==> src/rtl/core/hcmm_ram.sv <==
// ----------------------------------------------------------------------------
// hcmm_ram
// Generic single-port synchronous RAM with registered read data. Read data
// holds its value in cycles without a read.
// ----------------------------------------------------------------------------
module hcmm_ram #(
  parameter int WIDTH = 8,
  parameter int DEPTH = 256
) (
  input  logic                     clk,
  input  logic                     en,
  input  logic                     we,
  input  logic [$clog2(DEPTH)-1:0] addr,
  input  logic [WIDTH-1:0]         wdata,
  output logic [WIDTH-1:0]         rdata
);

  logic [WIDTH-1:0] mem [DEPTH];

  // Write, or read into the output register
  always_ff @(posedge clk) begin
    if (en) begin
      if (we) begin
        mem[addr] <= wdata;
      end else begin
        rdata <= mem[addr];
      end
    end
  end

endmodule

==> config.mk <==
export PLATFORM = sky130hd
export DESIGN_NAME = hcmm_ram
export DESIGN_NICKNAME = d
export VERILOG_FILES = /design/src/rtl/core/hcmm_ram.sv
export SDC_FILE = /design/constraint.sdc
export NUM_CORES = 2
export LEC_CHECK = 0
export BUFFER_PORTS_ARGS = -buffer_cell sky130_fd_sc_hd__buf_2
export CORE_MARGIN = 2
export CORE_UTILIZATION = 45
export CTS_CLUSTER_SIZE = 16
export DETAILED_ROUTE_END_ITERATION = 6
export PLACE_DENSITY = 0.68
export SYNTH_ARGS = -nofsm -noshare
export SYNTH_HDL_FRONTEND = slang
export SYNTH_SLANG_ARGS = --single-unit
==> constraint.sdc <==
create_clock -name clk -period 6.94 [get_ports clk]
set_clock_uncertainty 0.15 [all_clocks]
set_input_delay 0.694 -clock clk [delete_from_list [all_inputs] [get_ports clk]]
set_output_delay 0.694 -clock clk [all_outputs]
set_load 0.02 [all_outputs]
==> metrics.txt <==
top achievable clock speed=~240 MHz; # resized after CTS=0; die width=between 400 and 500 um; most frequent standard cell in the layout excluding fill and tap cells=sky130_fd_sc_hd__edfxtp_1; vias after detailed routing=36900; combinational family with the most area after synthesis=multiplexers; leftover overflow at the end of global routing=0; number of buffers created by CTS=~200; setup TNS=0 ps; primary flip-flop cell chosen by synthesis mapping=sky130_fd_sc_hd__edfxtp_1; post-layout instance area=slightly below 90000 um2; core region area=between 150000 and 200000 um2; total of buffers placed on input and output ports=26; CTS clock-pin slew for the worst setup and hold paths=roughly 60 ps; sequential area share after synthesis=about 79%; total iterations of the first detailed-routing run=6; number of non-filler instances in the completed layout=between 6000 and 7000; post-synthesis share of cell area spent on and, or, nand and nor gates=1.61%; number of synthesized register bits=2056; number of buffers inserted for hold repair after clock tree synthesis=0; starting density of the core=~45%; die footprint=178000 um2; number of primary I/O pins=27; post-synth design cell area=between 70000 and 80000 um2; die extent in y=roughly 420 um; clock root buffer=sky130_fd_sc_hd__clkbuf_16; number of slew-limit violations in the final report=1; number of DRC violations after detailed-routing iteration 0=about 5100; maximum number of pins on one net before global-route repair=approximately 170; xor-xnor portion of the synthesized cell area=0%; number of synthesized flops with an enable pin=roughly 2000; final wirelength=approximately 180000 um; Final setup viols=0; antenna violations before repair=7; total routing usage reported by global routing=slightly above 20%; max-capacitance violation count=1; GP Congestion=0.824; clk sinks=around 2000; Max FO, Critical Path=between 70 and 80; commonest cells after routing, fill and taps aside=sky130_fd_sc_hd__edfxtp_1 (2056), sky130_fd_sc_hd__mux4_2 (512), sky130_fd_sc_hd__nor2_1 (257); standard cell area after detailed placement=between 80000 and 90000 um2; per-instance average area after synthesis=~22 um2; mux cell area share after synthesis=about 15%; Clock Path Buffers=3; count of nets left with antenna violations after detail routing=0; status=finished, violations left; Crit. End Element=flop; number of placement rows=around 150; final worst path period share=60.1%; later-pin clock latency in the skew report=~830 ps; CTS H-Tree Depth=4; ys async rst share=0%; unrepaired setup endpoints after global routing=no; layout cells sized above 1=a little under a quarter; power per unit of standard cell area=284 nW/um2; post-layout util=50.3%; WS Path Type=in2reg; critical path data required time=approximately 7300 ps; remaining design rule violation count=0; wire length of the first global-routing pass=between 200000 and 300000 um; Critical Path Start Type=input port; routed length per instance=30.4 um; area delta synth->final=11.3%; post-CTS setup buffer count=0; Syn Inst Count=around 3500; Final Critical Period=around 4200 ps; Inst Count DP=between 5000 and 6000; Final Hold Violating Endpoints=0; Via density=roughly 6.1; total number of yosys warnings=0; hold crit path type=in2reg; total nets after synthesis=3545; arrival time reported for the critical path endpoint=roughly 4500 ps; relative slew slack=-0.280%; fin nets=approximately 3600; distinct cell type count of the synthesized netlist=21; TritonCTS clock tree=done; violations in the final reports=capacitance limit, slew limit; worst-margin pin slew=~1500 ps; post-synthesis compound-gate area fraction=3.63%; placed wire-length estimate after detailed placement=around 100000 um; Peak supply drop=200 uV; adder-cell share of the synthesized area=0%; via count of the first global-routing pass=approximately 37000; LEAKAGE=~26 nW
-- cells by family after synthesis --
kind of cell           after synthesis
DFF                               2056
muxes                              512
AOI/OAI and AO/OA                  416
and+or+nand+nor                    317
buffers and inverters              225
-- metal layers --
metal,GRT usage [%],vias to the layer above,part of all wire (%)
met5,0.645,-,0.098
met4,6.42,4,3.1
met3,4.44,305,8.7
met2,32.4,1768,48
met1,29.0,19700,40
li1,-,15100,-
-- worst max-delay path, stage by stage --
cell                      delay, ps
sky130_fd_sc_hd__buf_8          510
sky130_fd_sc_hd__buf_12         510
sky130_fd_sc_hd__mux4_2         630
sky130_fd_sc_hd__a22oi_1        280
sky130_fd_sc_hd__a21oi_1        210
sky130_fd_sc_hd__o41ai_1       1300
sky130_fd_sc_hd__nand4_1        150
-- state kept, by name, indices dropped and copies added (netlist names) --
register,count
mem,2048
rdata,8
-- cell type report --
type	count	area, um2
multi-input combinational	1245	15800
fill	13500	86200
clock inverter	93	664
antenna	3	7.51
clock buffer	250	5210
sequential	2056	61700
timing repair buffer	87	913
tap	2325	2910
-- Yosys cell counts (4+ instances only) --
| cell type | number | area, um2 |
|---|---|---|
| sky130_fd_sc_hd__buf_1 | 21 | 78.8 |
| sky130_fd_sc_hd__nor2b_1 | 7 | 43.8 |
| sky130_fd_sc_hd__nand4_1 | 8 | 50.1 |
| sky130_fd_sc_hd__buf_4 | 11 | 82.6 |
| sky130_fd_sc_hd__edfxtp_1 | 2056 | 61700 |
| sky130_fd_sc_hd__o41ai_1 | 32 | 280 |
| sky130_fd_sc_hd__nand2_1 | 30 | 113 |
| sky130_fd_sc_hd__buf_2 | 41 | 205 |
| sky130_fd_sc_hd__a21oi_1 | 128 | 641 |
| sky130_fd_sc_hd__nand3_1 | 4 | 20.0 |
| sky130_fd_sc_hd__a22oi_1 | 256 | 1920 |
| sky130_fd_sc_hd__clkbuf_1 | 143 | 537 |
| sky130_fd_sc_hd__buf_6 | 9 | 101 |
| sky130_fd_sc_hd__nor2_1 | 259 | 972 |
| sky130_fd_sc_hd__mux4_2 | 512 | 11500 |
-- report_power, final --
part | leakage [nW] | internal, W | total (W) | switching, W
clock | 2.88 | 0.00554 | 0.0100 | 0.00447
sequential | 18.5 | 0.0137 | 0.0137 | 0.00000897
combinational | 4.71 | 0.000372 | 0.00107 | 0.000697
-- stage by stage --
| step | worst slack [ps] | hold slack (ps) | total power, W |
|---|---|---|---|
| 3_3_place_gp | 1680 | 855 | 0.0150 |
| 3_5_place_dp | 2010 | 892 | 0.0150 |
| 2_1_floorplan | 3800 | 643 | 0.0145 |
| 4_1_cts | 2880 | 208 | 0.0249 |
| 5_1_grt | 2710 | 224 | 0.0254 |
| 6_report | 2770 | 207 | 0.0248 |
-- worst paths after layout --
| path | startpoint | cells past startpoint | slack (ps) | end |
|---|---|---|---|---|
| setup reg to reg | mem[178][7] | 5 | 3660 | rdata[7] |
| hold / removal | wdata[3] | 1 | 210 | mem[118][3] |
| hold reg to reg | mem[249][2] | 5 | 910 | rdata[2] |
| setup / recovery | addr[0] | 7 | 2770 | rdata[7] |
(Power assumes the default switching activity.)
