$ cat src/rtl/core/hcmm_pkg.sv
// ----------------------------------------------------------------------------
// hcmm_pkg
// Shared types and constants for the handheld console memory map core:
// region bounds, internal store layout, cartridge operation codes.
// ----------------------------------------------------------------------------
package hcmm_pkg;

  // Fixed sizes of the bus and the stores
  localparam int VRAM_BYTES        = 8192;
  localparam int WRAM_BANK_BYTES   = 4096;
  localparam int ROM_BANK_BYTES    = 16384;
  localparam int HIGH_RAM_BYTES    = 127;
  localparam int IO_BYTES          = 128;
  localparam int BANK_BITS_DEFAULT = 5;

  localparam int CART_ADDR_W = 19;
  localparam int ROM_OFF_W   = $clog2(ROM_BANK_BYTES);
  localparam int VRAM_AW     = $clog2(VRAM_BYTES);
  localparam int WRAM_AW     = $clog2(2 * WRAM_BANK_BYTES);
  localparam int XRAM_AW     = 13;
  localparam int PAGE_AW     = 8;

  // One shared RAM: video RAM, work RAM, then two 256-byte pages for
  // object RAM and for I/O, high RAM and interrupt enable
  localparam int PAGE_BYTES = 1 << PAGE_AW;
  localparam int WRAM_OFS   = VRAM_BYTES;
  localparam int OAM_OFS    = WRAM_OFS + 2 * WRAM_BANK_BYTES;
  localparam int HIGH_OFS   = OAM_OFS + PAGE_BYTES;
  localparam int MEM_DEPTH  = HIGH_OFS + PAGE_BYTES;
  localparam int MEM_AW     = $clog2(MEM_DEPTH);

  typedef logic [MEM_AW-1:0]      mem_addr_t;
  typedef logic [CART_ADDR_W-1:0] cart_addr_t;

  localparam mem_addr_t VRAM_BASE = mem_addr_t'(0);
  localparam mem_addr_t WRAM_BASE = mem_addr_t'(WRAM_OFS);
  localparam mem_addr_t OAM_BASE  = mem_addr_t'(OAM_OFS);
  localparam mem_addr_t HIGH_BASE = mem_addr_t'(HIGH_OFS);

  // Bank select start and region upper bounds on the CPU address
  localparam logic [15:0] BANK_SEL_START = 16'h2000;
  localparam logic [15:0] ROM0_END       = 16'h3FFF;
  localparam logic [15:0] ROMX_END       = 16'h7FFF;
  localparam logic [15:0] VRAM_END       = 16'h9FFF;
  localparam logic [15:0] XRAM_END       = 16'hBFFF;
  localparam logic [15:0] ECHO_END       = 16'hFDFF;
  localparam logic [15:0] OAM_END        = 16'hFE9F;
  localparam logic [15:0] UNUSED_END     = 16'hFEFF;

  localparam logic [7:0] FILL_BYTE = 8'hFF;

  typedef enum logic [1:0] {
    MODE_RD_BYTE = 2'd0,
    MODE_RD_WORD = 2'd1,
    MODE_WR_BYTE = 2'd2,
    MODE_WR_WORD = 2'd3
  } mode_t;

  typedef enum logic [1:0] {
    CART_NONE   = 2'd0,
    CART_ROM_RD = 2'd1,
    CART_RAM_RD = 2'd2,
    CART_RAM_WR = 2'd3
  } cart_op_t;

  // Decode of one byte access, from the decoder to the sequencing logic
  typedef struct packed {
    logic       mem_en;
    logic       mem_we;
    mem_addr_t  mem_addr;
    logic       use_ram;
    logic       bank_we;
    cart_op_t   op;
    cart_addr_t ca;
    logic [7:0] data;
  } byte_dec_t;

endpackage

$ cat src/rtl/core/hcmm_decode.sv
// ----------------------------------------------------------------------------
// hcmm_decode
// Address decoder for one byte access: picks the region, forms the internal
// RAM address or the physical cartridge address, flags a bank select write.
// ----------------------------------------------------------------------------
module hcmm_decode #(
  parameter int BANK_BITS = hcmm_pkg::BANK_BITS_DEFAULT
) (
  input  logic [15:0]          addr,
  input  logic                 wr,
  input  logic [7:0]           wb,
  input  logic [BANK_BITS-1:0] rom_bank,
  output hcmm_pkg::byte_dec_t  dec
);

  localparam logic [BANK_BITS-1:0] BANK_ONE = BANK_BITS'(1);

  logic [BANK_BITS-1:0]                      eff_bank;
  logic [BANK_BITS+hcmm_pkg::ROM_OFF_W-1:0] rom_wide;

  // Bank zero selects bank one
  assign eff_bank = (rom_bank == '0) ? BANK_ONE : rom_bank;
  assign rom_wide = {eff_bank, addr[hcmm_pkg::ROM_OFF_W-1:0]};

  always_comb begin
    dec.mem_en   = 1'b0;
    dec.mem_we   = wr;
    dec.mem_addr = hcmm_pkg::VRAM_BASE;
    dec.use_ram  = 1'b0;
    dec.bank_we  = 1'b0;
    dec.op       = hcmm_pkg::CART_NONE;
    dec.ca       = '0;
    dec.data     = '0;

    if (addr <= hcmm_pkg::ROM0_END) begin
      // Fixed ROM bank; writes in the upper half select the bank
      if (wr) begin
        dec.bank_we = (addr >= hcmm_pkg::BANK_SEL_START);
      end else begin
        dec.op = hcmm_pkg::CART_ROM_RD;
        dec.ca = hcmm_pkg::cart_addr_t'(addr);
      end
    end else if (addr <= hcmm_pkg::ROMX_END) begin
      // Switchable ROM bank; writes ignored
      if (!wr) begin
        dec.op = hcmm_pkg::CART_ROM_RD;
        dec.ca = hcmm_pkg::cart_addr_t'(rom_wide);
      end
    end else if (addr <= hcmm_pkg::VRAM_END) begin
      dec.mem_en   = 1'b1;
      dec.use_ram  = !wr;
      dec.mem_addr = hcmm_pkg::VRAM_BASE |
                     hcmm_pkg::mem_addr_t'(addr[hcmm_pkg::VRAM_AW-1:0]);
    end else if (addr <= hcmm_pkg::XRAM_END) begin
      // Cartridge RAM: forward with the offset into the window
      dec.ca = hcmm_pkg::cart_addr_t'(addr[hcmm_pkg::XRAM_AW-1:0]);
      if (wr) begin
        dec.op   = hcmm_pkg::CART_RAM_WR;
        dec.data = wb;
      end else begin
        dec.op = hcmm_pkg::CART_RAM_RD;
      end
    end else if (addr <= hcmm_pkg::ECHO_END) begin
      // Work RAM and its echo share the low 13 address bits
      dec.mem_en   = 1'b1;
      dec.use_ram  = !wr;
      dec.mem_addr = hcmm_pkg::WRAM_BASE |
                     hcmm_pkg::mem_addr_t'(addr[hcmm_pkg::WRAM_AW-1:0]);
    end else if (addr <= hcmm_pkg::OAM_END) begin
      dec.mem_en   = 1'b1;
      dec.use_ram  = !wr;
      dec.mem_addr = hcmm_pkg::OAM_BASE |
                     hcmm_pkg::mem_addr_t'(addr[hcmm_pkg::PAGE_AW-1:0]);
    end else if (addr <= hcmm_pkg::UNUSED_END) begin
      // Unusable region reads all ones, drops writes
      if (!wr) begin
        dec.data = hcmm_pkg::FILL_BYTE;
      end
    end else begin
      // I/O, high RAM and interrupt enable on the top page
      dec.mem_en   = 1'b1;
      dec.use_ram  = !wr;
      dec.mem_addr = hcmm_pkg::HIGH_BASE |
                     hcmm_pkg::mem_addr_t'(addr[hcmm_pkg::PAGE_AW-1:0]);
    end
  end

endmodule

$ cat config.mk
export PLATFORM = sky130hd
export DESIGN_NAME = hcmm_decode
export DESIGN_NICKNAME = d
export VERILOG_FILES = /design/src/rtl/core/hcmm_pkg.sv /design/src/rtl/core/hcmm_decode.sv
export SDC_FILE = /design/constraint.sdc
export NUM_CORES = 1
export LEC_CHECK = 0
export BUFFER_PORTS_ARGS = -buffer_cell sky130_fd_sc_hd__buf_2
export CAP_MARGIN = 0
export CORE_MARGIN = 5
export CORE_UTILIZATION = 30
export DETAILED_ROUTE_END_ITERATION = 10
export PLACE_DENSITY = 0.87
export RECOVER_POWER = 50
export SYNTH_ARGS = -nofsm -noshare
export SYNTH_HDL_FRONTEND = slang
export SYNTH_SLANG_ARGS = --single-unit
$ cat constraint.sdc
create_clock -name vclk -period 1.1
set_clock_uncertainty 0.2 [all_clocks]
set_input_delay 0.055 -clock vclk [all_inputs]
set_output_delay 0.055 -clock vclk [all_outputs]
set_load 0.02 [all_outputs]
==> results.md, run 1 <==
* Post-DP HPWL at 2.460 mm
* Synth Area in Compound Gates at approximately 15%
* Largest family of logic cells by synthesized area: simple AND/OR/NAND/NOR gates
* Buffers added on ports at 78
* Setup repair bufs after CTS at 10
* Area leader, netlist: nor2b_1
* Placer Congestion at 0.7176
* Mapped Area at 485.5 sq um
* Post-synthesis xor/xnor area fraction at 0%
* Synth top area share at 18.04%
* Rows at 14
* Hold-fix buffer count after cts at 0
* I/O pin count at 78
* Stopping stage: 4_1_cts
* Synth Area in Adders at 0%
* Syn avg cell area at 6.473 sq um
* Top post-synthesis cells by area: nor2b_1 18%, and2_1 17%, nor3_2 16%, a21oi_1 8.2%, and3_1 7.7%
* Synth warnings at 0
* Status: stopped before the end
* Gate Count Post-Synth at 75
* Simple-gate portion of the synthesized area at 78.87%
* Die Ht at 50.23 um
* Stop Error: [ERROR DPL-0038] Utilization greater than 100%, impossible to legalize
* Resized cells post-CTS at 120
* Die width at 50.23 um
* Syn nets at approximately 110
* Synth cell types at 22
* Initial Util at between 30% and 40%
* Sequential fraction of the synthesis area at 0%
* Multiplexer area fraction after synthesis at 0%
stage by stage:
stage               cells  setup slack, ps  setup TNS [ps]  area [sq um]
floorplan              75           -53.20          -531.0         709.4
global placement      182           -384.5          -11250          1227
detailed placement    182           -453.4          -13100          1227
cell families after synthesis:
group,after synthesis
buf+inv,6
simple gates,57
compound gates,12
synthesized netlist by cell type:
| master | instances |
|---|---|
| a21o_1 | 1 |
| a21oi_1 | 8 |
| a21oi_2 | 2 |
| and2_1 | 13 |
| and3_1 | 6 |
| buf_1 | 1 |
| buf_2 | 1 |
| buf_4 | 1 |
| clkbuf_1 | 2 |
| inv_1 | 1 |
| nand2_1 | 3 |
| nand2b_1 | 1 |
| nand3_1 | 1 |
| nor2_1 | 5 |
| nor2_2 | 1 |
| nor2b_1 | 14 |
| nor3_2 | 8 |
| nor3_4 | 1 |
| nor3b_1 | 1 |
| nor3b_2 | 1 |
| nor4_1 | 2 |
| o211a_1 | 1 |
==> run 2: changes to the inputs <==
--- a/config.mk
+++ b/config.mk
@@ -7,10 +7,10 @@
 export LEC_CHECK = 0
 export BUFFER_PORTS_ARGS = -buffer_cell sky130_fd_sc_hd__buf_2
 export CAP_MARGIN = 0
-export CORE_MARGIN = 5
-export CORE_UTILIZATION = 30
+export CORE_AREA = 5 5 66 68
 export DETAILED_ROUTE_END_ITERATION = 10
-export PLACE_DENSITY = 0.87
+export DIE_AREA = 0 0 71 73
+export PLACE_DENSITY_LB_ADDON = 0.15
 export RECOVER_POWER = 50
 export SYNTH_ARGS = -nofsm -noshare
 export SYNTH_HDL_FRONTEND = slang
==> results.md, run 2 <==
* Hold wc startpoint: addr[7]
* Critical Path AT at 1030 ps
* LEAKAGE at between 0.0009 and 0.001 uW
* FF+latch count at 0
* Slew headroom at 81.39%
* Routed met3 length at 233 um
* Gate Count Post-Synth at 75
* Final period utilization at 116.6%
* Placed instance area at 1290 sq um
* Fmax at 0.7795 GHz
* Die Area at roughly 5200 sq um
* DR vias/cell at 4.141
* I/O pin count at 78
* Pwr/cell area at 422.2 nW/um^2
* Most frequent cells after synthesis: 14 x nor2b_1, 13 x and2_1, 8 x a21oi_1, 8 x nor3_2, 6 x and3_1
* DR WL met2 at 1.833 mm
* Max FO, Critical Path at 5
* Vias at 940
* Die Ht at 73 um
* Top post-synthesis cells by area: nor2b_1 18%, and2_1 17%, nor3_2 16%, a21oi_1 8.2%, and3_1 7.7%
* Buffers added on ports at 78
* First DRT Iteration DRCs at 7
* Failing checks: negative setup slack
* Post-DP HPWL at 2.253 mm
* Util after Layout at about 48%
* Final antenna-violating net count at 0
* Hold worst-path end: dec[38]
* Placer Congestion at between 0.7 and 0.8
* Clock buffer count at 0
* Commonest non-fill, non-tap cell in the layout: buf_6
* Area leader, netlist: nor2b_1
* Drc violations at 0
* Worst min path class: in -> out
* CORE AREA at roughly 3800 sq um
* Top Metal Used: met3
* Synth warnings at 0
* Remaining Overflow, GRT at 0
* Final Cell Area at 1823 sq um
* Per-cell routed wire length at 13.82 um
* Mapped Area at 485.5 sq um
* # setup viols final at 40
* Worst setup EP type: output pin
* Slew Limit Fails at 0
* Final #Nets at 209
* Initial Util at 12.78%
* Die width at 71 um
* First-pass GRT wire length at approximately 5.2 mm
* RSZ-0062 raised after global routing: true
* Synth top area share at 18.04%
* Metal-1 WL at around 1.1 mm
* Count leader, synth: nor2b_1
* Crit path required time at 840 ps
* Critical setup path kind: in -> out
* Syn avg cell area at approximately 6.5 sq um
* Pin count of the biggest net entering global routing at 15
* Tmin final at 1283 ps
* Vias in the first global route at about 1.1k
* Status: finished with violations
* Antenna violations before repair at 0
* Rows at 23
* VDD IR-drop max at 0.1847 mV
* Worst setup margin at -182.8 ps
* Register Area at 0 sq um
* Hold Violations, Final at 0
* Sequential fraction of the synthesis area at 0%
* Worst-Margin Slew at 278.8 ps
* Setup crit start kind: primary input
* Routed WL at 3.137 mm
* # diodes at 0
* Worst hold stages at 3
* GRT Util Overall at approximately 12%
* 1st-pass router iterations at 2
* Layout cells sized above 1 at 89.83%
* Max_cap viols at 0
* Most frequent cells in the layout: 47 x buf_6, 30 x buf_2, 21 x buf_4
* Synth-to-Final Area Change at 275.5%
* Synth cell types at 22
* Syn nets at between 100 and 150
run 2: cell counts after synthesis:
No cell type changed its count.
run 2: area by class of cell:
cell class / count / area, sq um
fill: 382 / 1976
timing repair buffer: 106 / 982.2
tap: 50 / 62.56
multi-input combinational: 70 / 774.5
inverter: 1 / 3.754
run 2: how the worst max path moves through the flow:
stage,start,to,slack (ps),depth (start not counted)
final,addr[13],dec[38],-180,7
after global routing,addr[5],dec[30],-220,7
after CTS,addr[13],dec[1],-190,7
after detailed placement,addr[14],dec[9],-410,6
after global placement,addr[14],dec[9],-390,6
after floorplan,addr[6],dec[45],-50,3
run 2: stage by stage:
step	setup WS [ps]	setup TNS, ps	total power, uW	hold WS [ps]	cells
5_1_grt	-220.2	-7178	819.3	235.2	227
4_1_cts	-186.4	-4727	750.2	223.7	221
2_1_floorplan	-53.20	-531.0	322.0	-38.95	75
6_report	-182.8	-5248	769.7	218.7	227
3_5_place_dp	-411.8	-12020	539.0	242.3	217
3_3_place_gp	-385.8	-12210	534.0	243.3	217
run 2: cell families after synthesis:
kind of cell           after synthesis  synth area share [%]
AOI/OAI and AO/OA                   12                 15.47
buffers and inverters                6                 5.669
and+or+nand+nor                     57                 78.87
run 2: timing repair:
action	4_1_cts	5_1_grt
gates cloned	2	0
endpoints found under the hold margin	0	0
setup buffers	4	7
resized for setup	119	11
endpoints found under the setup margin	46	44
pin swaps	26	11
hold buffers	0	0
run 2: report_power, final:
part,internal (uW),leakage (uW),switching (uW)
registers,0,0,0
clock network,0,0,0
logic,411,0.000903,359
total,411,0.000903,359
run 2: critical path, cell delays in order:
cell and delay, ps:
buf_8 90, nand3_4 70, nor3_4 260, buf_6 180
a21oi_4 80, and2_4 160, buf_6 120
run 2: per-layer routing:
metal | global-route usage, % | vias to the layer above
li1 | - | 469
met1 | 12.48 | 433
met2 | 25.64 | 38
met3 | 2.755 | 0
met4 | 0.4175 | 0
met5 | 0 | -
No activity file was read; power rests on OpenSTA's default activity.
==> run 3: changes to the inputs <==
--- a/config.mk
+++ b/config.mk
@@ -7,6 +7,8 @@
 export LEC_CHECK = 0
 export BUFFER_PORTS_ARGS = -buffer_cell sky130_fd_sc_hd__buf_2
 export CAP_MARGIN = 0
+export CELL_PAD_IN_SITES_DETAIL_PLACEMENT = 1
+export CELL_PAD_IN_SITES_GLOBAL_PLACEMENT = 1
 export CORE_AREA = 5 5 66 68
 export DETAILED_ROUTE_END_ITERATION = 10
 export DIE_AREA = 0 0 71 73
==> results.md, run 3 (synthesis results as in run 2) <==
* Status: finished with violations
* Failing checks: negative setup slack
* GRT Util Overall at 12.49%
* Worst-Margin Slew at 284.4 ps
* Die Area at 5183 sq um
* First-pass GRT wire length at around 5.4 mm
* Tmin final at 1274 ps
* Crit path required time at 840 ps
* Per-cell routed wire length at approximately 14 um
* Setup crit start kind: primary input
* Critical setup path kind: in -> out
* VDD IR-drop max at 0.1559 mV
* Vias in the first global route at 1070
* # setup viols final at 40
* Vias at 948
* Layout cells sized above 1 at about nine tenths
* Setup TNS at -5082 ps
* 1st-pass router iterations at 2
* Worst min path class: in -> out
* Worst setup EP type: output pin
* Flop pwr share at 0%
* Worst setup margin at -173.8 ps
* Antenna violations before repair at 0
* Buffers added on ports at 78
* Routed WL at 3.233 mm
* LEAKAGE at about 0.00092 uW
* Sw Ratio at a little under half
* Max_cap viols at 0
* Final #Nets at 210
* Slew Limit Fails at 0
* Post-DP HPWL at 2.467 mm
* Pwr/cell area at approximately 420 nW/um^2
* Commonest non-fill, non-tap cell in the layout: buf_6
* Drc violations at 0
* Rows at 23
* Placer Congestion at 0.7463
* Cell-internal power at 413.5 uW
* Clock buffer count at 0
* Max FO, Critical Path at 7
* First DRT Iteration DRCs at 8
* Switching pwr at approximately 360 uW
* Die width at 71 um
* Comb power frac at 100.0%
* CORE AREA at 3799 sq um
* DR vias/cell at about 4.2
* Die Ht at about 73 um
* Critical Path AT at 1020 ps
* Layout Cells excl Fill at 228
* Hold Violations, Final at 0
* Slew headroom at 81.02%
* Most frequent cells in the layout: 48 x buf_6, 29 x buf_2, 20 x buf_4
* Clock network fraction of total power at 0%
* Pin count of the biggest net entering global routing at 15
* Placed Cells at 217
* Synth-to-Final Area Change at 284.5%
* Remaining Overflow, GRT at 0
* Final period utilization at 115.8%
* Setup slack at placement at -445.5 ps
* Fmax at 0.7851 GHz
* Initial Util at 12.78%
* Register Area at 0 sq um
* Fin Hold WS at 220.9 ps
* # diodes at 0
* RSZ-0062 raised after global routing: true
* I/O pin count at 78
* FF+latch count at 0
* Final antenna-violating net count at 0
## run 3: final timing paths
check,start,to,cells after the start
max,addr[14],dec[1],8
min,addr[7],dec[38],3
## run 3: final cells by class
class                           instances  area, sq um
Fill cell                             440         1932
Inverter                                1        3.754
Multi-Input combinational cell         70        789.5
Tap cell                               50        62.56
Timing Repair Buffer                  107         1011
## run 3: per-stage QoR
step | cell area (sq um) | power [uW] | util [%]
after global routing | 1867 | 828.0 | 49.14
final | 1867 | 776.8 | 49.14
after CTS | 1841 | 774.7 | 48.45
after detailed placement | 1303 | 547.8 | 34.29
after global placement | 1303 | 541.2 | 34.29
after floorplan | 709.4 | 322.0 | -
## run 3: worst max-delay path, stage by stage
cell	delay (ps)
buf_8	110
nand2b_4	160
nor2_4	130
buf_12	120
a21oi_4	30
buf_12	160
nor3_4	110
buf_6	140
## run 3: layer usage
metal  vias up  GRT usage [%]  share of wire [%]
met1       439          14.14                 35
met5         -              0                  0
met3         0          2.755                8.4
met4         0              0                  0
met2        41          25.13                 56
li1        468              -                  -
## run 3: repair_timing
action / CTS / global route
cloned: 1 / 0
resized for setup: 130 / 4
setup buffers: 9 / 1
endpoints found under the setup margin: 44 / 45
hold buffers: 0 / 0
pin swaps: 24 / 4
## run 3: power by group through the flow
stage	Sequential (uW)	Combinational, uW	Clock, uW
after detailed placement	0	548	0
after CTS	0	775	0
after global placement	0	541	0
after floorplan	0	322	0
after global routing	0	828	0
final	0	777	0
==> run 4: changes to the inputs <==
==> constraint.sdc (replaced) <==
create_clock -name vclk -period 1.15
set_clock_uncertainty 0.2 [all_clocks]
set_input_delay 0.0575 -clock vclk [all_inputs]
set_output_delay 0.0575 -clock vclk [all_outputs]
set_load 0.02 [all_outputs]
==> results.md, run 4 (synthesis results as in run 2) <==
* Status: finished with violations
* Failing checks: negative setup slack
* Die Ht at 73 um
* Max FO, Critical Path at 5
* Hold wc startpoint: addr[0]
* DR vias/cell at 4.188
* CORE AREA at around 3800 sq um
* Crit path required time at 890 ps
* Worst setup margin at -195.0 ps
* Commonest non-fill, non-tap cell in the layout: buf_6
* Slew Limit Fails at 0
* Max_cap viols at 0
* I/O pin count at 78
* GRT Util Overall at 13.72%
* Vias in the first global route at 1142
* Setup TNS at -3737 ps
* Total power at 743.9 uW
* Remaining Overflow, GRT at 0
* Layout cells sized above 1 at between 90% and 100%
* Util after Layout at 48.91%
* Final #Nets at 211
* First-pass GRT wire length at approximately 6 mm
* Pin count of the biggest net entering global routing at 14
* RSZ-0062 raised after global routing: true
* # diodes at 0
* Final period utilization at 117.0%
* FF+latch count at 0
* Worst-Margin Slew at 267.4 ps
* Initial Util at 12.78%
* Tmin final at 1345 ps
* Per-cell routed wire length at between 15 and 20 um
* Die Area at 5183 sq um
* Routed WL at 3.602 mm
* Area taken by multi-input logic gates at approximately 810 sq um
* Hold Violations, Final at 0
* Setup crit start kind: primary input
* Critical Path AT at approximately 1100 ps
* Die width at slightly above 70 um
* # setup viols final at 28
* Critical setup path kind: in -> out
* Placer Congestion at 0.6978
* Slew headroom at a little over 80%
* 1st-pass router iterations at 4
* Critical path origin: addr[15]
* Worst min path class: in -> out
* VDD IR-drop max at 0.1670 mV
* Rows at 23
* Drc violations at 0
* Final antenna-violating net count at 0
* Vias at between 900 and 1k
* Filler cells at 439
* Antenna violations before repair at 0
* Fmax at 0.7435 GHz
* Worst setup EP type: output pin
* LEAKAGE at 0.0008935 uW
* Synth-to-Final Area Change at 282.7%
* Setup slack at placement at -657.3 ps
* Most frequent cells in the layout: 48 x buf_6, 31 x buf_2, 22 x buf_4
* Register Area at 0 sq um
* Clock buffer count at 0
* First DRT Iteration DRCs at 22
* Post-DP HPWL at around 2.5 mm
* Buffers added on ports at 78
* Fin Hold WS at 247.8 ps
* Pwr/cell area at roughly 400 nW/um^2
[run 4: power by group]
part	internal, uW	switching, uW	total (uW)	leakage, uW
clock network	0	0	0	0
logic	384	360	744	0.000893
registers	0	0	0	0
[run 4: worst max-delay path: stages]
cell,delay (ps)
buf_8,80
buf_6,110
nand2_8,50
nor3_4,230
buf_6,170
a21oi_4,90
and2_4,160
buf_6,120
[run 4: path summary, 6_finish.rpt]
kind | to | slack [ps] | cells past startpoint
setup / recovery | dec[35] | -200 | 8
hold / removal | dec[31] | 250 | 3
[run 4: final cells by class]
class	instances	area share, %
multi-input cells	70	43.37
inverters	1	0.2020
repair buffers	108	53.06
well taps	50	3.367
[run 4: stage by stage]
stage,instance area (sq um),instances
after floorplan,691.9,75
after global placement,1277,217
after detailed placement,1277,217
after CTS,1722,228
after global routing,1858,229
final,1858,229
[run 4: layer usage]
layer  part of all wire [%]  track usage (%)
met2                     56            27.70
met5                      0                0
met4                      0                0
met1                     35            15.45
met3                    9.4            3.030
[run 4: timing repair]
| item | CTS | global route |
|---|---|---|
| resized for setup | 103 | 34 |
| setup buffers | 11 | 1 |
| gates cloned | 1 | 0 |
| setup endpoints to repair | 37 | 44 |
| hold buffers | 0 | 0 |
| pin swaps | 19 | 5 |
